### src/rtl/core/i2a_pkg.sv
`default_nettype none
// ----------------------------------------------------------------------------
// i2a_pkg: shared types and constants of the integer-to-ASCII formatter
// Conversion codes, queue item layout, sequencer states, character helpers.
// ----------------------------------------------------------------------------
package i2a_pkg;

	localparam int I2A_MAX_WIDTH     = 64;
	localparam int I2A_MAX_PRECISION = 32;

	// stream layout
	localparam int IN_DATA_W  = 88;
	localparam int IN_USER_W  = 4;
	localparam int OUT_DATA_W = 8;

	// character counts never exceed 64, precision plus digits stays below 64
	localparam int CNT_W = 7;

	// digit store: 22 octal digits cover 64 bits, 20 BCD digits for decimal
	localparam int NUM_DIGITS  = 22;
	localparam int DIG_IDX_W   = $clog2(NUM_DIGITS);
	localparam int BCD_DIGITS  = 20;
	localparam int BCD_W       = 4 * BCD_DIGITS;
	localparam int CONV_STEPS  = 32;
	localparam int CONV_CNT_W  = $clog2(CONV_STEPS);

	localparam int Q_DEPTH = 2;

	// conversion kinds
	localparam logic [2:0] CMD_SDEC   = 3'd0;
	localparam logic [2:0] CMD_UDEC   = 3'd1;
	localparam logic [2:0] CMD_OCT    = 3'd2;
	localparam logic [2:0] CMD_HEX_LO = 3'd3;
	localparam logic [2:0] CMD_HEX_UP = 3'd4;

	// ASCII codes
	localparam logic [6:0] CH_SPACE = 7'h20;
	localparam logic [6:0] CH_PLUS  = 7'h2B;
	localparam logic [6:0] CH_MINUS = 7'h2D;
	localparam logic [6:0] CH_ZERO  = 7'h30;
	localparam logic [6:0] CH_A_UP  = 7'h41;
	localparam logic [6:0] CH_X_UP  = 7'h58;
	localparam logic [6:0] CH_A_LO  = 7'h61;
	localparam logic [6:0] CH_X_LO  = 7'h78;

	typedef enum logic [1:0] {
		RADIX_DEC,
		RADIX_OCT,
		RADIX_HEX
	} radix_t;

	typedef enum logic [1:0] {
		SGN_NONE,
		SGN_MINUS,
		SGN_PLUS,
		SGN_SPACE
	} sign_t;

	typedef struct packed {
		logic [63:0] mag;
		logic        nonzero;
		sign_t       sign;
		radix_t      radix;
		logic        upper;
		logic        alt;
		logic        left;
		logic        zero;
		logic [6:0]  width;
		logic [5:0]  prec;
	} item_t;

	typedef enum logic [2:0] {
		ST_IDLE,
		ST_CONV,
		ST_COUNT,
		ST_BODY,
		ST_LAYOUT,
		ST_EMIT
	} back_state_t;

	function automatic logic [6:0] digit_char(input logic [3:0] d, input logic upper);
		logic [6:0] c;
		if (d < 4'd10)
			c = CH_ZERO + 7'(d);
		else if (upper)
			c = CH_A_UP + 7'(d - 4'd10);
		else
			c = CH_A_LO + 7'(d - 4'd10);
		return c;
	endfunction

	// one double-dabble step: adjust every BCD digit, then shift in one bit
	function automatic logic [BCD_W-1:0] dabble_step(input logic [BCD_W-1:0] bcd,
		input logic bit_in);
		logic [BCD_W-1:0] adj;
		for (int i = 0; i < BCD_DIGITS; i++) begin
			if (bcd[4*i +: 4] >= 4'd5)
				adj[4*i +: 4] = bcd[4*i +: 4] + 4'd3;
			else
				adj[4*i +: 4] = bcd[4*i +: 4];
		end
		return {adj[BCD_W-2:0], bit_in};
	endfunction

endpackage
`default_nettype wire

### src/rtl/core/integer_to_ascii_formatter_top.sv
`default_nettype none
// ----------------------------------------------------------------------------
// integer_to_ascii_formatter_top: printf-style integer formatter
// One conversion request in, its ASCII characters out, one per beat.
// ----------------------------------------------------------------------------
// A request is taken into an intake register and a two-deep queue, so up to
// three requests can wait while one is being formatted. The sequencer handles
// one request at a time: decimal kinds pass through the double-dabble
// converter (two bits per cycle), octal and hex skip it; sizing runs
// through the count, body and layout states; then one character leaves per
// cycle while the output is taken. A request yields 1 to MAX_WIDTH characters,
// and the sequencer returns to idle between requests. tlast marks the final
// character of each request.
// ----------------------------------------------------------------------------
module integer_to_ascii_formatter_top import i2a_pkg::*; #(
	parameter int MAX_WIDTH     = I2A_MAX_WIDTH,
	parameter int MAX_PRECISION = I2A_MAX_PRECISION
) (
	input  logic                  clk,
	input  logic                  arst_n,
	input  logic                  s_axis_tvalid,
	output logic                  s_axis_tready,
	// value[63:0], alt_form, space_sign, left_align, plus_sign, zero_pad,
	// field_width[6:0], min_digits[5:0], zero fill
	input  logic [IN_DATA_W-1:0]  s_axis_tdata,
	// cmd[2:0], wide
	input  logic [IN_USER_W-1:0]  s_axis_tuser,
	output logic                  m_axis_tvalid,
	input  logic                  m_axis_tready,
	// char_code[6:0], zero fill
	output logic [OUT_DATA_W-1:0] m_axis_tdata,
	output logic                  m_axis_tlast
);

	logic       push_valid;
	logic       push_ready;
	item_t      push_item;
	logic       pop_valid;
	logic       pop_ready;
	item_t      pop_item;
	logic [6:0] char_code;

	i2a_front #(
		.MAX_WIDTH     (MAX_WIDTH),
		.MAX_PRECISION (MAX_PRECISION)
	) u_front (
		.clk        (clk),
		.arst_n     (arst_n),
		.in_valid   (s_axis_tvalid),
		.in_ready   (s_axis_tready),
		.in_data    (s_axis_tdata),
		.in_user    (s_axis_tuser),
		.push_valid (push_valid),
		.push_ready (push_ready),
		.push_item  (push_item)
	);

	i2a_queue u_queue (
		.clk        (clk),
		.arst_n     (arst_n),
		.push_valid (push_valid),
		.push_ready (push_ready),
		.push_item  (push_item),
		.pop_valid  (pop_valid),
		.pop_ready  (pop_ready),
		.pop_item   (pop_item)
	);

	i2a_back #(
		.MAX_WIDTH (MAX_WIDTH)
	) u_back (
		.clk       (clk),
		.arst_n    (arst_n),
		.pop_valid (pop_valid),
		.pop_ready (pop_ready),
		.pop_item  (pop_item),
		.out_valid (m_axis_tvalid),
		.out_ready (m_axis_tready),
		.out_char  (char_code),
		.out_last  (m_axis_tlast)
	);

	assign m_axis_tdata = {1'b0, char_code};

endmodule
`default_nettype wire

### src/rtl/core/i2a_front.sv
`default_nettype none
// ----------------------------------------------------------------------------
// i2a_front: request intake
// Unpacks a request beat, picks the magnitude, sign and radix, saturates
// width and precision, and hands the result to the queue.
// ----------------------------------------------------------------------------
module i2a_front import i2a_pkg::*; #(
	parameter int MAX_WIDTH     = I2A_MAX_WIDTH,
	parameter int MAX_PRECISION = I2A_MAX_PRECISION
) (
	input  logic                 clk,
	input  logic                 arst_n,
	input  logic                 in_valid,
	output logic                 in_ready,
	input  logic [IN_DATA_W-1:0] in_data,
	input  logic [IN_USER_W-1:0] in_user,
	output logic                 push_valid,
	input  logic                 push_ready,
	output item_t                push_item
);

	logic [2:0]  cmd;
	logic        wide;
	logic [63:0] value;
	logic [63:0] raw;
	logic [63:0] sext;
	logic [6:0]  fw;
	logic [5:0]  md;
	item_t       item_d;
	item_t       item_s1;
	logic        valid_s1;
	logic        take;

	assign cmd   = in_user[2:0];
	assign wide  = in_user[3];
	assign value = in_data[63:0];
	assign fw    = in_data[75:69];
	assign md    = in_data[81:76];

	assign raw  = wide ? value : {32'd0, value[31:0]};
	assign sext = wide ? value : {{32{value[31]}}, value[31:0]};

	always_comb begin
		item_d       = '0;
		item_d.alt   = in_data[64];
		item_d.left  = in_data[66];
		item_d.zero  = in_data[68];
		item_d.width = (fw > 7'(MAX_WIDTH)) ? 7'(MAX_WIDTH) : fw;
		item_d.prec  = (md > 6'(MAX_PRECISION)) ? 6'(MAX_PRECISION) : md;
		item_d.sign  = SGN_NONE;
		item_d.radix = RADIX_DEC;
		item_d.mag   = raw;
		case (cmd)
			CMD_SDEC: begin
				item_d.mag = sext[63] ? (64'd0 - sext) : sext;
				if (sext[63])
					item_d.sign = SGN_MINUS;
				else if (in_data[67])
					item_d.sign = SGN_PLUS;
				else if (in_data[65])
					item_d.sign = SGN_SPACE;
			end
			CMD_OCT:    item_d.radix = RADIX_OCT;
			CMD_HEX_LO: item_d.radix = RADIX_HEX;
			CMD_HEX_UP: begin
				item_d.radix = RADIX_HEX;
				item_d.upper = 1'b1;
			end
			// unsigned decimal, and unknown kinds read as unsigned decimal
			default:    item_d.radix = RADIX_DEC;
		endcase
		item_d.nonzero = |item_d.mag;
	end

	assign in_ready   = !valid_s1 || push_ready;
	assign take       = in_valid && in_ready;
	assign push_valid = valid_s1;
	assign push_item  = item_s1;

	always_ff @(posedge clk or negedge arst_n) begin
		if (!arst_n) begin
			valid_s1 <= 1'b0;
		end else if (take) begin
			valid_s1 <= 1'b1;
		end else if (push_ready) begin
			valid_s1 <= 1'b0;
		end
	end

	always_ff @(posedge clk) begin
		if (take) begin
			item_s1 <= item_d;
		end
	end

endmodule
`default_nettype wire

### src/rtl/core/i2a_queue.sv
`default_nettype none
// ----------------------------------------------------------------------------
// i2a_queue: request queue
// Two-entry FIFO of classified requests between intake and sequencer.
// ----------------------------------------------------------------------------
module i2a_queue import i2a_pkg::*; (
	input  logic  clk,
	input  logic  arst_n,
	input  logic  push_valid,
	output logic  push_ready,
	input  item_t push_item,
	output logic  pop_valid,
	input  logic  pop_ready,
	output item_t pop_item
);

	localparam int PTR_W = $clog2(Q_DEPTH);
	localparam int CNT_QW = $clog2(Q_DEPTH + 1);

	item_t              slot_q [Q_DEPTH];
	logic [PTR_W-1:0]   wr_ptr_q;
	logic [PTR_W-1:0]   rd_ptr_q;
	logic [CNT_QW-1:0]  count_q;
	logic               do_push;
	logic               do_pop;

	assign push_ready = (count_q != CNT_QW'(Q_DEPTH));
	assign pop_valid  = (count_q != '0);
	assign pop_item   = slot_q[rd_ptr_q];
	assign do_push    = push_valid && push_ready;
	assign do_pop     = pop_valid && pop_ready;

	always_ff @(posedge clk or negedge arst_n) begin
		if (!arst_n) begin
			wr_ptr_q <= '0;
			rd_ptr_q <= '0;
			count_q  <= '0;
		end else begin
			if (do_push)
				wr_ptr_q <= (wr_ptr_q == PTR_W'(Q_DEPTH - 1)) ? '0 : wr_ptr_q + 1'b1;
			if (do_pop)
				rd_ptr_q <= (rd_ptr_q == PTR_W'(Q_DEPTH - 1)) ? '0 : rd_ptr_q + 1'b1;
			if (do_push && !do_pop)
				count_q <= count_q + 1'b1;
			else if (do_pop && !do_push)
				count_q <= count_q - 1'b1;
		end
	end

	always_ff @(posedge clk) begin
		if (do_push) begin
			slot_q[wr_ptr_q] <= push_item;
		end
	end

endmodule
`default_nettype wire

### src/rtl/core/i2a_back.sv
`default_nettype none
// ----------------------------------------------------------------------------
// i2a_back: digit conversion and character sequencer
// Splits the magnitude into digits (double dabble for decimal, slicing for
// octal and hex), sizes the fields, then emits one character per beat.
// ----------------------------------------------------------------------------
module i2a_back import i2a_pkg::*; #(
	parameter int MAX_WIDTH = I2A_MAX_WIDTH
) (
	input  logic       clk,
	input  logic       arst_n,
	input  logic       pop_valid,
	output logic       pop_ready,
	input  item_t      pop_item,
	output logic       out_valid,
	input  logic       out_ready,
	output logic [6:0] out_char,
	output logic       out_last
);

	back_state_t           state_q;
	back_state_t           state_d;

	item_t                 item_q;
	logic [3:0]            dig_q [NUM_DIGITS];
	logic [BCD_W-1:0]      bcd_q;
	logic [BCD_W-1:0]      bcd_next;
	logic [63:0]           shift_q;
	logic [CONV_CNT_W-1:0] cnt_q;

	logic [CNT_W-1:0]      ndig_q;
	logic [CNT_W-1:0]      zeros_q;
	logic [1:0]            pfx_q;
	logic                  sgn_q;
	logic [CNT_W-1:0]      body_q;
	logic [CNT_W-1:0]      b1_q, b2_q, b3_q, b4_q, b5_q;
	logic [CNT_W-1:0]      last_idx_q;
	logic [CNT_W-1:0]      n_q;

	logic                  out_valid_q;
	logic [6:0]            out_char_q;
	logic                  out_last_q;

	logic                  out_free;
	logic                  emit;
	logic                  conv_done;

	logic [CNT_W-1:0]      ndig_v;
	logic [CNT_W-1:0]      zeros_v;
	logic [1:0]            pfx_v;
	logic [CNT_W-1:0]      body_v;
	logic [CNT_W-1:0]      pad_v, lead_v, zpad_v;
	logic [CNT_W-1:0]      b2_v, b3_v, b4_v;
	logic [CNT_W-1:0]      total_full_v, total_v;
	logic [CNT_W-1:0]      didx_v;
	logic [6:0]            char_v;
	logic [65:0]           oct_src;
	logic [87:0]           hex_src;

	assign out_free  = !out_valid_q || out_ready;
	assign conv_done = (cnt_q == CONV_CNT_W'(CONV_STEPS - 1));
	assign bcd_next  = dabble_step(dabble_step(bcd_q, shift_q[63]), shift_q[62]);
	assign oct_src   = {2'b00, pop_item.mag};
	assign hex_src   = {24'd0, pop_item.mag};

	// sequencer next state
	always_comb begin
		state_d   = state_q;
		pop_ready = 1'b0;
		emit      = 1'b0;
		case (state_q)
			ST_IDLE: begin
				pop_ready = 1'b1;
				if (pop_valid)
					state_d = (pop_item.radix == RADIX_DEC) ? ST_CONV : ST_COUNT;
			end
			ST_CONV: begin
				if (conv_done)
					state_d = ST_COUNT;
			end
			ST_COUNT:  state_d = ST_BODY;
			ST_BODY:   state_d = ST_LAYOUT;
			ST_LAYOUT: state_d = ST_EMIT;
			ST_EMIT: begin
				emit = out_free;
				if (out_free && n_q == last_idx_q)
					state_d = ST_IDLE;
			end
			default: state_d = ST_IDLE;
		endcase
	end

	always_ff @(posedge clk or negedge arst_n) begin
		if (!arst_n) begin
			state_q <= ST_IDLE;
		end else begin
			state_q <= state_d;
		end
	end

	// significant digit count: highest nonzero digit, at least one
	always_comb begin
		ndig_v = CNT_W'(1);
		for (int i = 0; i < NUM_DIGITS; i++) begin
			if (dig_q[i] != 4'd0)
				ndig_v = CNT_W'(i + 1);
		end
	end

	// precision zeros, prefix and body length
	always_comb begin
		zeros_v = (CNT_W'(item_q.prec) > ndig_q) ? CNT_W'(item_q.prec) - ndig_q : '0;
		if (item_q.alt && item_q.radix == RADIX_OCT && zeros_v == '0 && item_q.nonzero)
			zeros_v = CNT_W'(1);
		pfx_v  = (item_q.alt && item_q.radix == RADIX_HEX && item_q.nonzero) ? 2'd2 : 2'd0;
		body_v = CNT_W'(item_q.sign != SGN_NONE) + CNT_W'(pfx_v) + zeros_v + ndig_q;
	end

	// segment boundaries and output length
	always_comb begin
		pad_v        = (CNT_W'(item_q.width) > body_q) ? CNT_W'(item_q.width) - body_q : '0;
		lead_v       = (!item_q.left && !item_q.zero) ? pad_v : '0;
		zpad_v       = (!item_q.left && item_q.zero) ? pad_v : '0;
		b2_v         = lead_v + CNT_W'(sgn_q);
		b3_v         = b2_v + CNT_W'(pfx_q);
		b4_v         = b3_v + zpad_v + zeros_q;
		total_full_v = (CNT_W'(item_q.width) > body_q) ? CNT_W'(item_q.width) : body_q;
		total_v      = (total_full_v > CNT_W'(MAX_WIDTH)) ? CNT_W'(MAX_WIDTH) : total_full_v;
	end

	// character at position n_q
	always_comb begin
		didx_v = b5_q - CNT_W'(1) - n_q;
		if (n_q < b1_q) begin
			char_v = CH_SPACE;
		end else if (n_q < b2_q) begin
			case (item_q.sign)
				SGN_MINUS: char_v = CH_MINUS;
				SGN_PLUS:  char_v = CH_PLUS;
				default:   char_v = CH_SPACE;
			endcase
		end else if (n_q < b3_q) begin
			if (n_q == b2_q)
				char_v = CH_ZERO;
			else
				char_v = item_q.upper ? CH_X_UP : CH_X_LO;
		end else if (n_q < b4_q) begin
			char_v = CH_ZERO;
		end else if (n_q < b5_q) begin
			char_v = digit_char(dig_q[didx_v[DIG_IDX_W-1:0]], item_q.upper);
		end else begin
			char_v = CH_SPACE;
		end
	end

	always_ff @(posedge clk or negedge arst_n) begin
		if (!arst_n) begin
			out_valid_q <= 1'b0;
		end else if (emit) begin
			out_valid_q <= 1'b1;
		end else if (out_ready) begin
			out_valid_q <= 1'b0;
		end
	end

	always_ff @(posedge clk) begin
		case (state_q)
			ST_IDLE: begin
				if (pop_valid) begin
					item_q  <= pop_item;
					bcd_q   <= '0;
					shift_q <= pop_item.mag;
					cnt_q   <= '0;
					for (int i = 0; i < NUM_DIGITS; i++) begin
						if (pop_item.radix == RADIX_OCT)
							dig_q[i] <= {1'b0, oct_src[3*i +: 3]};
						else if (pop_item.radix == RADIX_HEX)
							dig_q[i] <= hex_src[4*i +: 4];
						else
							dig_q[i] <= 4'd0;
					end
				end
			end
			ST_CONV: begin
				bcd_q   <= bcd_next;
				shift_q <= {shift_q[61:0], 2'b00};
				cnt_q   <= cnt_q + 1'b1;
				if (conv_done) begin
					for (int i = 0; i < NUM_DIGITS; i++) begin
						if (i < BCD_DIGITS)
							dig_q[i] <= bcd_next[4*i +: 4];
						else
							dig_q[i] <= 4'd0;
					end
				end
			end
			ST_COUNT: begin
				ndig_q <= ndig_v;
			end
			ST_BODY: begin
				zeros_q <= zeros_v;
				pfx_q   <= pfx_v;
				sgn_q   <= (item_q.sign != SGN_NONE);
				body_q  <= body_v;
			end
			ST_LAYOUT: begin
				b1_q       <= lead_v;
				b2_q       <= b2_v;
				b3_q       <= b3_v;
				b4_q       <= b4_v;
				b5_q       <= b4_v + ndig_q;
				last_idx_q <= total_v - CNT_W'(1);
				n_q        <= '0;
			end
			ST_EMIT: begin
				if (emit) begin
					out_char_q <= char_v;
					out_last_q <= (n_q == last_idx_q);
					n_q        <= n_q + 1'b1;
				end
			end
			default: begin
				n_q <= '0;
			end
		endcase
	end

	assign out_valid = out_valid_q;
	assign out_char  = out_char_q;
	assign out_last  = out_last_q;

endmodule
`default_nettype wire

### config.mk
export PLATFORM = sky130hd
export DESIGN_NAME = integer_to_ascii_formatter_top
export DESIGN_NICKNAME = d
export VERILOG_FILES = /design/src/rtl/core/i2a_pkg.sv /design/src/rtl/core/integer_to_ascii_formatter_top.sv /design/src/rtl/core/i2a_front.sv /design/src/rtl/core/i2a_queue.sv /design/src/rtl/core/i2a_back.sv
export SDC_FILE = /design/constraint.sdc
export NUM_CORES = 1
export LEC_CHECK = 0
export BUFFER_PORTS_ARGS = -buffer_cell sky130_fd_sc_hd__buf_2
export CAP_MARGIN = 20
export CORE_UTILIZATION = 40
export CTS_CLUSTER_DIAMETER = 80
export DETAILED_ROUTE_END_ITERATION = 7
export GPL_ROUTABILITY_DRIVEN = 0
export PLACE_DENSITY = 0.59
export SYNTH_ARGS = -nofsm -noshare
export SYNTH_HDL_FRONTEND = slang
export SYNTH_SLANG_ARGS = --single-unit
### constraint.sdc
create_clock -name clk -period 6.15 [get_ports clk]
set_clock_uncertainty 0.2 [all_clocks]
set_input_delay 1.845 -clock clk [delete_from_list [all_inputs] [get_ports clk]]
set_output_delay 1.845 -clock clk [all_outputs]
set_load 0.01 [all_outputs]
==> metrics.csv, run 1 <==
stage,metric,value,unit
run_status,status,completed,
hold_path,worst hold path depth,0,
cts,root buffer cell,sky130_fd_sc_hd__clkbuf_16,
setup_path,capture instance of the worst register-to-register path,u_back.b5_q[6],
synth,adder-cell share of the synthesized area,7.30,%
drt,violation count after the first detailed-route iteration,1665,
sta,setup total negative slack,0,ns
sta,final worst slack,0.368,ns
power,overall power of the completed layout,18.9,mW
sta,Final Hold Violating Endpoints,0,
sta,final worst path period share,94.0,%
job,Max Cap Violations,0,
synth,xor and xnor area share after synthesis,4.40,%
finish,final antenna diode count,0,
synth,"Top FF cell, synth",sky130_fd_sc_hd__edfxtp_1,
sta,worst slew pin tran,1.05,ns
setup_path,R2R cell count,23,
drt,antenna violation net count after detailed routing,0,
setup_path,FF-to-FF setup slack,0.37,ns
global_routing,remaining global-route overflow,0,
hold_path,sink of the worst hold path,u_queue.slot_q[1][67],
cts,Max Root-Sink Buffers,3,
place,buffers added on ports,99,
synth,number of cells produced by synthesis,2727,
global_routing,wire length of the first global-routing pass,121000,um
cts,clock latency reported for the late side of the worst-skew pair,0.64,ns
setup_path,worst reg2reg path startpoint,u_back.item_q[8],
synth,async set-reset flop share out of synthesis,1.50,%
place,half-perimeter wire length after detailed placement,56600,um
synth,count of warnings emitted by yosys,0,
hold_path,Tightest Hold Check Type,flip-flop to flip-flop,
sta,fin crit period,5.78,ns
power,Leakage Power,13.2,nW
floorplanning,floorplan die area,82300,um2
synth,Compound-Gate Fraction of Synth Area,10.8,%
synth,total of flip-flops plus latches after synthesis,599,
cts,Clock Pin Slew Worst Setup and Hold Paths,0.06,ns
setup_path,Worst Path Arrival,5.96,ns
power,power per standard cell area,523,nW/um2
floorplanning,row count,104,
drt,number of iterations in the first detailed-routing pass,5,
synth,Post-synth EDFFs,590,
setup_path,first element of the critical path,u_back.item_q[8],
finish,count of non-filler cells in the finished layout,3936,
finish,total number of nets in the final design,3102,
global_routing,antenna violations before repair,0,
synth,portion of netlist area occupied by mux cells,6.63,%
drt,DRC violations left,0,
floorplanning,Top Ports,107,
global_routing,Total GRT Usage,18.7,%
cts,number of CTS-inserted buffers,60,
global_routing,maximum number of pins on one net before global-route repair,95,
power,VDD IR-drop max,0.372,mV
finish,area growth from synthesis to final layout,11.6,%
setup_path,critical path endpoint category,flip-flop,
sta,worst hold slack,0.240,ns
synth,Area contributors post-synth,"sky130_fd_sc_hd__edfxtp_1 (55%), sky130_fd_sc_hd__ha_1 (6.4%), sky130_fd_sc_hd__mux2i_1 (3.6%), sky130_fd_sc_hd__xnor2_1 (3.1%), sky130_fd_sc_hd__a21oi_1 (3.0%)",
drt,total wire length,77300,um
floorplanning,effective utilization at floorplan,40.4,%
synth,Unique masters post-synth,85,
setup_path,worst-path fanout max,7,
synth,share of the synthesized area in the top cell type,54.6,%
synth,Mean Syn Cell Area,11.9,um2
synth,most numerous cell types in the synthesized netlist,"sky130_fd_sc_hd__edfxtp_1 (590), sky130_fd_sc_hd__nor2_1 (253), sky130_fd_sc_hd__a21oi_1 (197), sky130_fd_sc_hd__inv_1 (179), sky130_fd_sc_hd__ha_1 (167)",
drt,post-detailed-route wirelength per cell,19.6,um
synth,most frequent cell after synthesis,sky130_fd_sc_hd__edfxtp_1,
sta,unrepaired setup endpoints after global routing,false,
setup_path,required time at the endpoint of the critical path,6.33,ns
cts,CTS H-Tree Depth,2,
synth,Netlist Area Pre-Place,32400,um2
sta,max-slew violation count,0,
cts,clock tree from TritonCTS,built,
synth,simple-gate share of the synthesized area,12.2,%
sta,Highest Clock Rate,173,MHz
finish,layout filler cell count,7375,
setup_path,critical setup path kind,flip-flop to flip-flop,
place,dpl cells,3821,
sta,worst slew slack as a fraction of its limit,29.4,%
floorplanning,die boundary width,287,um
setup_path,critical path startpoint category,flip-flop,
synth,share of synthesized area occupied by flip-flops and latches,55.3,%
synth,main combinational cell family by area after synthesis,simple AND/OR/NAND/NOR gates,
drt,total via count in the routed design,21700,
hold_path,min-delay src,u_front.push_item[67],
finish,proportion of layout cells with a drive suffix above 1,11.6,%
synth,cell taking the most area after synthesis,sky130_fd_sc_hd__edfxtp_1,
global_routing,vias in the first global route,21500,
cts,# clock sinks,599,
floorplanning,core footprint,80400,um2
drt,post-DR vias/cell,5.50,
sta,Final setup viols,0,
synth,syn nets,3004,
floorplanning,height of the die,287,um
place,worst slack after detailed placement,0.270,ns
## cell type report
class	instances	area, um2	area share, %
clock inverter	41	345	0.953
tap	1060	1330	3.66
timing repair buffer	142	868	2.40
inverter	179	672	1.86
multi-input combinational	1843	13500	37.3
clock buffer	72	1570	4.33
sequential	599	17900	49.6
## per-layer routing
| metal | GRT usage (%) | vias up | routed length, um |
|---|---|---|---|
| li1 | - | 10300 | - |
| met1 | 26.6 | 10600 | 35400 |
| met2 | 29.6 | 680 | 35400 |
| met3 | 2.40 | 135 | 4310 |
| met4 | 6.05 | 0 | 2220 |
| met5 | 0 | - | 0 |
## where the power goes
part | internal [mW] | total, mW | switching (mW)
sequential | 6.29 | 6.87 | 0.586
clock | 2.00 | 3.56 | 1.57
combinational | 3.26 | 8.50 | 5.24
total | 11.5 | 18.9 | 7.39
## cell usage in the layout, fill, tap and decap left out, types with 17 or more instances in the layout
cell                        count
sky130_fd_sc_hd__o21ai_0      131
sky130_fd_sc_hd__xor2_1        46
sky130_fd_sc_hd__nor4_1        37
sky130_fd_sc_hd__a21boi_0      27
sky130_fd_sc_hd__nand2_1      113
sky130_fd_sc_hd__nor3_1        52
sky130_fd_sc_hd__edfxtp_1     590
sky130_fd_sc_hd__ha_1         166
sky130_fd_sc_hd__o22ai_1       31
sky130_fd_sc_hd__or4_1         17
sky130_fd_sc_hd__clkbuf_16     61
sky130_fd_sc_hd__nor3b_1       40
sky130_fd_sc_hd__nor2b_1       46
sky130_fd_sc_hd__nand2b_1      56
sky130_fd_sc_hd__xnor2_1      115
sky130_fd_sc_hd__inv_1        179
sky130_fd_sc_hd__and2_1        26
sky130_fd_sc_hd__mux4_2        24
sky130_fd_sc_hd__buf_2        100
sky130_fd_sc_hd__a21oi_1      197
sky130_fd_sc_hd__nor2_1       250
sky130_fd_sc_hd__mux2_2        39
sky130_fd_sc_hd__a21o_1        18
sky130_fd_sc_hd__mux2i_1      117
sky130_fd_sc_hd__buf_4         39
sky130_fd_sc_hd__o22a_1        35
sky130_fd_sc_hd__nand3_1       25
## how the worst max path moves through the flow
stage                     endpoint  slack [ns]  depth (start not counted)
finish              u_back.b5_q[6]        0.37                         23
global placement    u_back.b5_q[6]        0.43                         22
detailed placement  u_back.b5_q[6]        0.27                         24
global route        u_back.b5_q[6]       0.009                         22
floorplan           u_back.b5_q[6]        0.67                         24
CTS                 u_back.b5_q[6]        0.26                         24
## logic make-up (layout without fill, tap and decap cells)
family	after synthesis	in the layout
adder cells (fa/ha/maj)	181	181
other	1	1
buffers and inverters	285	434
AO/OA/AOI/OAI	562	562
multiplexers	180	180
XOR/XNOR	163	163
flip-flops	599	599
AND/OR/NAND/NOR	756	756
## metrics by stage
| step | util (%) | cell area (um2) |
|---|---|---|
| 3_3_place_gp | 42.5 | 34200 |
| 5_1_grt | 45.0 | 36200 |
| 3_5_place_dp | 42.6 | 34200 |
| 2_1_floorplan | - | 32400 |
| 6_report | 45.0 | 36200 |
| 4_1_cts | 44.9 | 36100 |
## worst max-delay path: stages, from the launching register on
cell and delay [ns]:
sky130_fd_sc_hd__edfxtp_1 0.44, sky130_fd_sc_hd__ha_2 0.44, sky130_fd_sc_hd__o211a_1 0.17, sky130_fd_sc_hd__o21ai_1 0.07, sky130_fd_sc_hd__o2bb2ai_1 0.22, sky130_fd_sc_hd__or4_1 0.47
sky130_fd_sc_hd__nor2_1 0.18, sky130_fd_sc_hd__ha_1 0.19, sky130_fd_sc_hd__ha_1 0.22, sky130_fd_sc_hd__nand2_1 0.07, sky130_fd_sc_hd__inv_1 0.07, sky130_fd_sc_hd__nand2_1 0.09
sky130_fd_sc_hd__xnor2_2 0.23, sky130_fd_sc_hd__nand2_1 0.11, sky130_fd_sc_hd__xnor2_1 0.27, sky130_fd_sc_hd__inv_1 0.11, sky130_fd_sc_hd__fa_1 0.52, sky130_fd_sc_hd__inv_1 0.04
sky130_fd_sc_hd__ha_1 0.34, sky130_fd_sc_hd__xor2_1 0.29, sky130_fd_sc_hd__ha_1 0.32, sky130_fd_sc_hd__nor2b_1 0.14, sky130_fd_sc_hd__o21ai_0 0.21, sky130_fd_sc_hd__xnor2_1 0.09
## timing repair
action                                  4_1_cts  5_1_grt
hold endpoints to repair                      0        0
hold buffers                                  0        0
setup buffers                                 0        0
gates resized for setup                       0        6
endpoints found under the setup margin        0        3
## flip-flops by register name, summed over array words and instances, names as in the netlist, 22 cells and up
register,count
u_queue.slot_q,172
u_back.bcd_q,80
u_back.shift_q,64
u_front.push_item,86
u_back.item_q,22
u_back.dig_q,84
Power figures use the tool's default switching activity.
==> run 2, diff against run 1 <==
Settings changed: CTS_BUF_LIST from default to sky130_fd_sc_hd__clkbuf_4.
==> run 2 against run 1 <==
- worst setup slack improved by 0.0016 ns
- die area did not move
- critical path depth up 1
- final cell count grew 3.9%
- hold slack worse by 0.012 ns
- flip-flop and latch count did not move
- global-route usage up 0.46 points
- critical path type unchanged
- largest cell class unchanged
==> metrics.csv, run 2 (synthesis results as in run 1) <==
stage,metric,value,unit,change
sta,final worst slack,0.370,ns,+0.00161 ns
setup_path,critical path endpoint category,flip-flop,,
floorplanning,floorplan die area,82300,um2,unchanged
finish,total number of nets in the final design,3196,,+3.0%
cts,clock tree from TritonCTS,built,,
global_routing,wire length of the first global-routing pass,123000,um,+1.5%
finish,register with the highest flop count,u_queue.slot_q,,
sta,unrepaired setup endpoints after global routing,false,,
global_routing,vias in the first global route,22400,,+4.1%
power,internal portion of total power,11.3,mW,-1.8%
setup_path,R2R cell count,24,,+4.3%
setup_path,"slowest stage cell, crit path",sky130_fd_sc_hd__fa_1,,
global_routing,Total GRT Usage,19.1,%,+0.46 points
cts,CTS H-Tree Depth,4,,+2
setup_path,CP cell instances,"inv_1, ha_1, o211a_1, o21ai_1, o2bb2ai_1, or4_1, nor2_2, ha_1, ha_1, nand2_1, inv_1, nand2_1, xnor2_1, nand2_1, xnor2_1, inv_1, fa_1, inv_1, ha_1, xor2_1, ha_1, nor2b_1, o21ai_0, xnor2_1",,
sta,setup total negative slack,0,ns,unchanged
power,Clk network pwr share,18.1,%,-0.7 points
floorplanning,Top Ports,107,,unchanged
power,switching component of the power,7.45,mW,+0.79%
power,switching power as a share of total power,39.7,%,+0.63 points
setup_path,first element of the critical path,u_back.body_q[3],,
place,half-perimeter wire length after detailed placement,56600,um,unchanged
floorplanning,effective utilization at floorplan,40.4,%,unchanged
floorplanning,height of the die,287,um,unchanged
finish,most common library cell in the layout ignoring fill and taps,sky130_fd_sc_hd__edfxtp_1,,
power,portion of total power attributed to combinational logic,45.3,%,+0.4 points
cts,root buffer cell,sky130_fd_sc_hd__clkbuf_4,,
global_routing,antenna violations before repair,1,,+1
drt,violation count after the first detailed-route iteration,1597,,-4.1%
global_routing,maximum number of pins on one net before global-route repair,95,,unchanged
setup_path,FF-to-FF setup slack,0.37,ns,about the same
setup_path,Crit path largest cell delay,0.52,ns,about the same
sta,fin crit period,5.78,ns,-0.00161 ns
setup_path,CP dominant cell by count,sky130_fd_sc_hd__ha_1,,
drt,antenna violation net count after detailed routing,0,,unchanged
finish,count of non-filler cells in the finished layout,4091,,+3.9%
power,Leakage Power,13.4,nW,+1.6%
finish,Largest register FFs,172,,unchanged
sta,max-slew violation count,0,,unchanged
sta,Final setup viols,0,,unchanged
setup_path,worst-path fanout max,6,,-1
sta,worst slew slack as a fraction of its limit,28.7,%,-0.69 points
setup_path,end of the critical path,u_back.b5_q[6],,
job,Max Cap Violations,0,,unchanged
drt,number of iterations in the first detailed-routing pass,5,,unchanged
sta,Final Hold Violating Endpoints,0,,unchanged
setup_path,Worst Path Arrival,6.25,ns,+0.29 ns
finish,proportion of layout cells with a drive suffix above 1,16.1,%,+4.5 points
drt,total via count in the routed design,22200,,+2.7%
drt,DRC violations left,0,,unchanged
finish,area of all sequential standard cells,17900,um2,unchanged
drt,total wire length,78500,um,+1.5%
run_status,status,completed,,
place,dpl cells,3821,,unchanged
power,power per standard cell area,518,nW/um2,-0.97%
finish,area growth from synthesis to final layout,11.8,%,
cts,clock latency reported for the late side of the worst-skew pair,0.96,ns,+0.32 ns
place,buffers added on ports,99,,unchanged
setup_path,capture instance of the worst register-to-register path,u_back.b5_q[6],,
cts,number of CTS-inserted buffers,153,,+160%
cts,"Hold-fix buffers, CTS",0,,unchanged
global_routing,remaining global-route overflow,0,,unchanged
setup_path,required time at the endpoint of the critical path,6.62,ns,+0.29 ns
floorplanning,row count,104,,unchanged
finish,layout filler cell count,7473,,+1.3%
hold_path,Tightest Hold Check Type,flip-flop to flip-flop,,
power,VDD IR-drop max,0.359,mV,-3.6%
power,overall power of the completed layout,18.8,mW,-0.81%
setup_path,worst reg2reg path startpoint,u_back.body_q[3],,
setup_path,critical setup path kind,flip-flop to flip-flop,,
place,worst slack after detailed placement,0.270,ns,unchanged
drt,post-DR vias/cell,5.44,,-1.2%
finish,total area of multi-input combinational cells,13500,um2,about the same
sta,Highest Clock Rate,173,MHz,about the same
finish,"top library cells by usage in the layout, fill and taps aside","sky130_fd_sc_hd__edfxtp_1 (590), sky130_fd_sc_hd__nor2_1 (249), sky130_fd_sc_hd__clkbuf_4 (222)",,
setup_path,critical path startpoint category,flip-flop,,
floorplanning,core footprint,80400,um2,unchanged
cts,Clock Pin Slew Worst Setup and Hold Paths,0.06,ns,about the same
sta,final worst path period share,94.0,%,about the same
cts,# clock sinks,599,,unchanged
floorplanning,die boundary width,287,um,unchanged
cts,Max Root-Sink Buffers,3,,unchanged
drt,post-detailed-route wirelength per cell,19.2,um,-2.3%
sta,worst slew pin tran,1.06,ns,+0.0103 ns
power,power share of the sequential group,36.6,%,+0.3 points
[run 2: stage by stage]
step,hold slack (ns),utilization [%],cell area [um2]
detailed placement,0.230,42.6,34200
CTS,0.233,45.0,36200
floorplan,0.221,-,32400
global placement,0.223,42.5,34200
finish,0.227,45.1,36300
global route,0.243,45.1,36300
[run 2: layer usage]
layer  wire length [um]  part of all wire (%)  GRT usage [%]  vias up
met2              35700                    46           29.7      794
li1                   -                     -              -    10600
met1              35200                    45           26.1    10700
met4               2580                   3.3           7.99        0
met3               5040                   6.4           3.81      154
met5                  0                     0              0        -
[run 2: repair_timing]
item	CTS	global route
resized for setup	0	8
buffers inserted	0	1
setup endpoints to repair	0	4
endpoints found under the hold margin	0	0
[run 2: worst min-delay path by stage]
stage,from,endpoint,depth (start not counted)
after global placement,u_front.push_item[11],u_queue.slot_q[0][11],0
after detailed placement,u_front.push_item[76],u_queue.slot_q[0][76],0
after global routing,u_front.push_item[67],u_queue.slot_q[0][67],0
final,u_front.push_item[22],u_queue.slot_q[1][22],0
after CTS,u_front.push_item[50],u_queue.slot_q[1][50],0
after floorplan,u_front.push_item[0],u_queue.slot_q[0][0],0
[run 2: final cells by class]
type,count,area share [%]
multi-input cells,1843,37.2
clock buffers,222,4.59
clock inverters,44,0.807
flip-flops and latches,599,49.5
inverters,179,1.85
diodes,1,0.00690
repair buffers,143,2.39
well taps,1060,3.66
[run 2: power groups by stage]
| stage | Combinational (mW) | Sequential (mW) | Clock, mW |
|---|---|---|---|
| 2_1_floorplan | 6.18 | 6.89 | 0 |
| 3_3_place_gp | 8.04 | 6.92 | 0 |
| 3_5_place_dp | 8.42 | 6.97 | 0 |
| 4_1_cts | 8.48 | 6.89 | 3.53 |
| 5_1_grt | 9.46 | 7.01 | 3.72 |
| 6_report | 8.51 | 6.87 | 3.40 |
[run 2: worst max-delay path: cells and delay by family, from the launching register on]
| family | cells | cell delay (ns) |
|---|---|---|
| DFF | 1 | 0.38 |
| adders and majority gates | 6 | 1.98 |
| xor gates and xnor gates | 4 | 0.96 |
| buffers and inverters | 4 | 0.30 |
| AOI/OAI and AO/OA | 4 | 0.68 |
| and+or+nand+nor | 6 | 1.04 |
==> run 3, diff against run 2 <==
Settings changed: ABC_AREA from default to 1, SKIP_LAST_GASP from default to 1.
==> run 3 against run 2 <==
- critical path type unchanged
- wire length shrank 2.4%
- non-clock buffer count shrank 16
- cell area up 0.88%
- die area rose by 1.8%
- fmax rose by 2.6%
- register-to-register slack improved by 0.15 ns
- via count is 7.4% higher
- global-route usage decreased by 0.61 points
- hold slack improved by 0.0017 ns
- utilization fell by 0.40 points
- worst setup slack better by 0.15 ns
- final cell count is 17% higher
==> metrics.csv, run 3 <==
stage,metric,value,unit,change
global_routing,maximum number of pins on one net before global-route repair,107,,+13%
synth,most frequent cell after synthesis,sky130_fd_sc_hd__nand2_1,,
cts,clock tree from TritonCTS,built,,
synth,Unique masters post-synth,64,,-25%
floorplanning,floorplan die area,83700,um2,+1.8%
finish,most common library cell in the layout ignoring fill and taps,sky130_fd_sc_hd__nand2_1,,
setup_path,critical path startpoint category,flip-flop,,
setup_path,worst-path fanout max,15,,+9
synth,share of synthesized area occupied by flip-flops and latches,54.3,%,-0.96 points
place,buffers added on ports,99,,unchanged
synth,main combinational cell family by area after synthesis,simple AND/OR/NAND/NOR gates,,
sta,max-slew violation count,0,,unchanged
cts,Clock Pin Slew Worst Setup and Hold Paths,0.06,ns,about the same
finish,layout filler cell count,7897,,+5.7%
finish,Largest register FFs,172,,unchanged
synth,Area contributors post-synth,"sky130_fd_sc_hd__edfxtp_1 (54%), sky130_fd_sc_hd__nand2_1 (6.9%), sky130_fd_sc_hd__ha_1 (6.3%), sky130_fd_sc_hd__inv_1 (5.8%), sky130_fd_sc_hd__o21ai_0 (4.8%)",,
synth,Mean Syn Cell Area,9.62,um2,-19%
job,Max Cap Violations,0,,unchanged
synth,total of flip-flops plus latches after synthesis,599,,unchanged
setup_path,Worst Path Arrival,6.15,ns,-0.10 ns
setup_path,"slowest stage cell, crit path",sky130_fd_sc_hd__fa_1,,
floorplanning,core footprint,81800,um2,+1.8%
drt,post-detailed-route wirelength per cell,16.0,um,-17%
floorplanning,effective utilization at floorplan,40.3,%,about the same
setup_path,Crit path largest cell delay,0.50,ns,-0.02 ns
sta,worst slew pin tran,1.11,ns,+0.0495 ns
cts,number of instances resized during post-cts repair,0,,unchanged
sta,worst slew slack as a fraction of its limit,25.3,%,-3.4 points
drt,DRC violations left,0,,unchanged
sta,final worst slack,0.518,ns,+0.148 ns
synth,Post-synth EDFFs,590,,unchanged
drt,violation count after the first detailed-route iteration,1677,,+5.0%
setup_path,critical path endpoint category,flip-flop,,
synth,number of cells produced by synthesis,3432,,+26%
setup_path,CP dominant cell by count,sky130_fd_sc_hd__inv_1,,
finish,total number of nets in the final design,3899,,+22%
global_routing,vias in the first global route,22700,,+1.6%
synth,Netlist Area Pre-Place,33000,um2,+1.8%
sta,worst hold slack,0.229,ns,+0.00166 ns
place,half-perimeter wire length after detailed placement,55500,um,-2.0%
cts,# clock sinks,599,,unchanged
synth,most numerous cell types in the synthesized netlist,"sky130_fd_sc_hd__nand2_1 (609), sky130_fd_sc_hd__edfxtp_1 (590), sky130_fd_sc_hd__inv_1 (507), sky130_fd_sc_hd__nor2_1 (330), sky130_fd_sc_hd__o21ai_0 (315)",,
cts,clock latency reported for the late side of the worst-skew pair,1.01,ns,+0.05 ns
floorplanning,height of the die,289,um,+0.87%
cts,CTS H-Tree Depth,4,,unchanged
synth,share of the synthesized area in the top cell type,53.7,%,-0.95 points
sta,unrepaired setup endpoints after global routing,false,,
cts,root buffer cell,sky130_fd_sc_hd__clkbuf_4,,
drt,total wire length,76600,um,-2.4%
finish,area growth from synthesis to final layout,10.8,%,
global_routing,Total GRT Usage,18.5,%,-0.61 points
synth,xor and xnor area share after synthesis,3.68,%,-0.72 points
synth,count of warnings emitted by yosys,0,,unchanged
drt,number of iterations in the first detailed-routing pass,6,,+1
run_status,status,completed,,
synth,adder-cell share of the synthesized area,7.18,%,-0.13 points
drt,total via count in the routed design,23900,,+7.4%
finish,"top library cells by usage in the layout, fill and taps aside","sky130_fd_sc_hd__nand2_1 (606), sky130_fd_sc_hd__edfxtp_1 (590), sky130_fd_sc_hd__inv_1 (504)",,
synth,portion of netlist area occupied by mux cells,0.485,%,-6.1 points
global_routing,remaining global-route overflow,0,,unchanged
setup_path,required time at the endpoint of the critical path,6.67,ns,+0.05 ns
synth,cell taking the most area after synthesis,sky130_fd_sc_hd__edfxtp_1,,
sta,fin crit period,5.63,ns,-0.148 ns
cts,Post-CTS Setup Bufs,0,,unchanged
synth,simple-gate share of the synthesized area,16.5,%,+4.4 points
hold_path,Tightest Hold Check Type,flip-flop to flip-flop,,
synth,"Top FF cell, synth",sky130_fd_sc_hd__edfxtp_1,,
cts,number of CTS-inserted buffers,155,,+1.3%
synth,syn nets,3709,,+23%
finish,area of all sequential standard cells,17900,um2,about the same
cts,"Hold-fix buffers, CTS",0,,unchanged
finish,proportion of layout cells with a drive suffix above 1,13.6,%,-2.6 points
sta,final worst path period share,91.6,%,-2.4 points
sta,Final setup viols,0,,unchanged
synth,Compound-Gate Fraction of Synth Area,10.5,%,-0.27 points
finish,register with the highest flop count,u_queue.slot_q,,
global_routing,wire length of the first global-routing pass,121000,um,-1.5%
place,worst slack after detailed placement,0.546,ns,+0.276 ns
sta,Final Hold Violating Endpoints,0,,unchanged
sta,setup total negative slack,0,ns,unchanged
sta,Highest Clock Rate,178,MHz,+2.6%
drt,post-DR vias/cell,4.98,,-8.4%
synth,async set-reset flop share out of synthesis,1.50,%,unchanged
floorplanning,die boundary width,289,um,+0.87%
drt,antenna violation net count after detailed routing,0,,unchanged
floorplanning,Top Ports,107,,unchanged
floorplanning,row count,105,,+0.96%
global_routing,antenna violations before repair,1,,unchanged
cts,Max Root-Sink Buffers,3,,unchanged
setup_path,critical setup path kind,flip-flop to flip-flop,,
finish,total area of multi-input combinational cells,12700,um2,-5.7%
==> run 3: final timing paths <==
check | start | end | slack [ns] | cells after the start
setup / recovery | u_back.item_q[8] | u_back.b5_q[6] | 0.52 | 30
hold / removal | u_front.push_item[62] | u_queue.slot_q[0][62] | 0.23 | 0
setup reg to reg | u_back.item_q[8] | u_back.b5_q[6] | 0.52 | 30
hold reg to reg | u_front.push_item[62] | u_queue.slot_q[0][62] | 0.23 | 0
max in group asynchronous | arst_n | u_queue.rd_ptr_q | 4.98 | 1
min in group asynchronous | arst_n | u_queue.wr_ptr_q | 0.54 | 1
==> run 3: kinds of logic (layout without fill, tap and decap cells) <==
| logic type | Yosys count | count (layout) |
|---|---|---|
| buffers and inverters | 616 | 910 |
| multiplexers | 16 | 16 |
| XOR/XNOR | 138 | 138 |
| AND/OR/NAND/NOR | 1261 | 1261 |
| flip-flops | 599 | 599 |
| adder cells (fa/ha/maj) | 181 | 181 |
| AO/OA/AOI/OAI | 620 | 620 |
| other | 1 | 2 |
==> run 3: cell type report <==
class | instances | area share, %
flip-flops and latches | 599 | 49.0
clock buffers | 212 | 4.35
multi-input cells | 2217 | 34.8
diodes | 1 | 0.00684
inverters | 522 | 5.37
repair buffers | 127 | 2.01
clock inverters | 49 | 0.762
well taps | 1070 | 3.66
==> run 3: routing by layer <==
layer / part of all wire (%) / vias up / track usage, %
met2: 45 / 607 / 28.6
li1: - / 12000 / -
met5: 0 / - / 0
met4: 2.6 / 0 / 6.91
met3: 5.1 / 142 / 3.70
met1: 47 / 11100 / 25.7
==> run 3: stage by stage <==
stage,cell area (um2),std cells,util [%]
finish,36600,4797,44.7
global route,36600,4797,44.7
CTS,36600,4795,44.7
detailed placement,34700,4534,42.4
global placement,34700,4533,42.4
floorplan,33000,3432,-
==> run 3: worst max-delay path, delay by kind of cell, from the launching register on <==
family,cells,cell delay (ns)
AO/OA/AOI/OAI,4,0.68
XOR/XNOR,1,0.19
adder cells (fa/ha/maj),7,2.34
buffers and inverters,8,0.48
flip-flops,1,0.40
AND/OR/NAND/NOR,10,1.09
Power of run 3 is left out: the tool's default activity adds up to more than one toggle a clock period on the data nets, which glitch-free logic cannot reach.
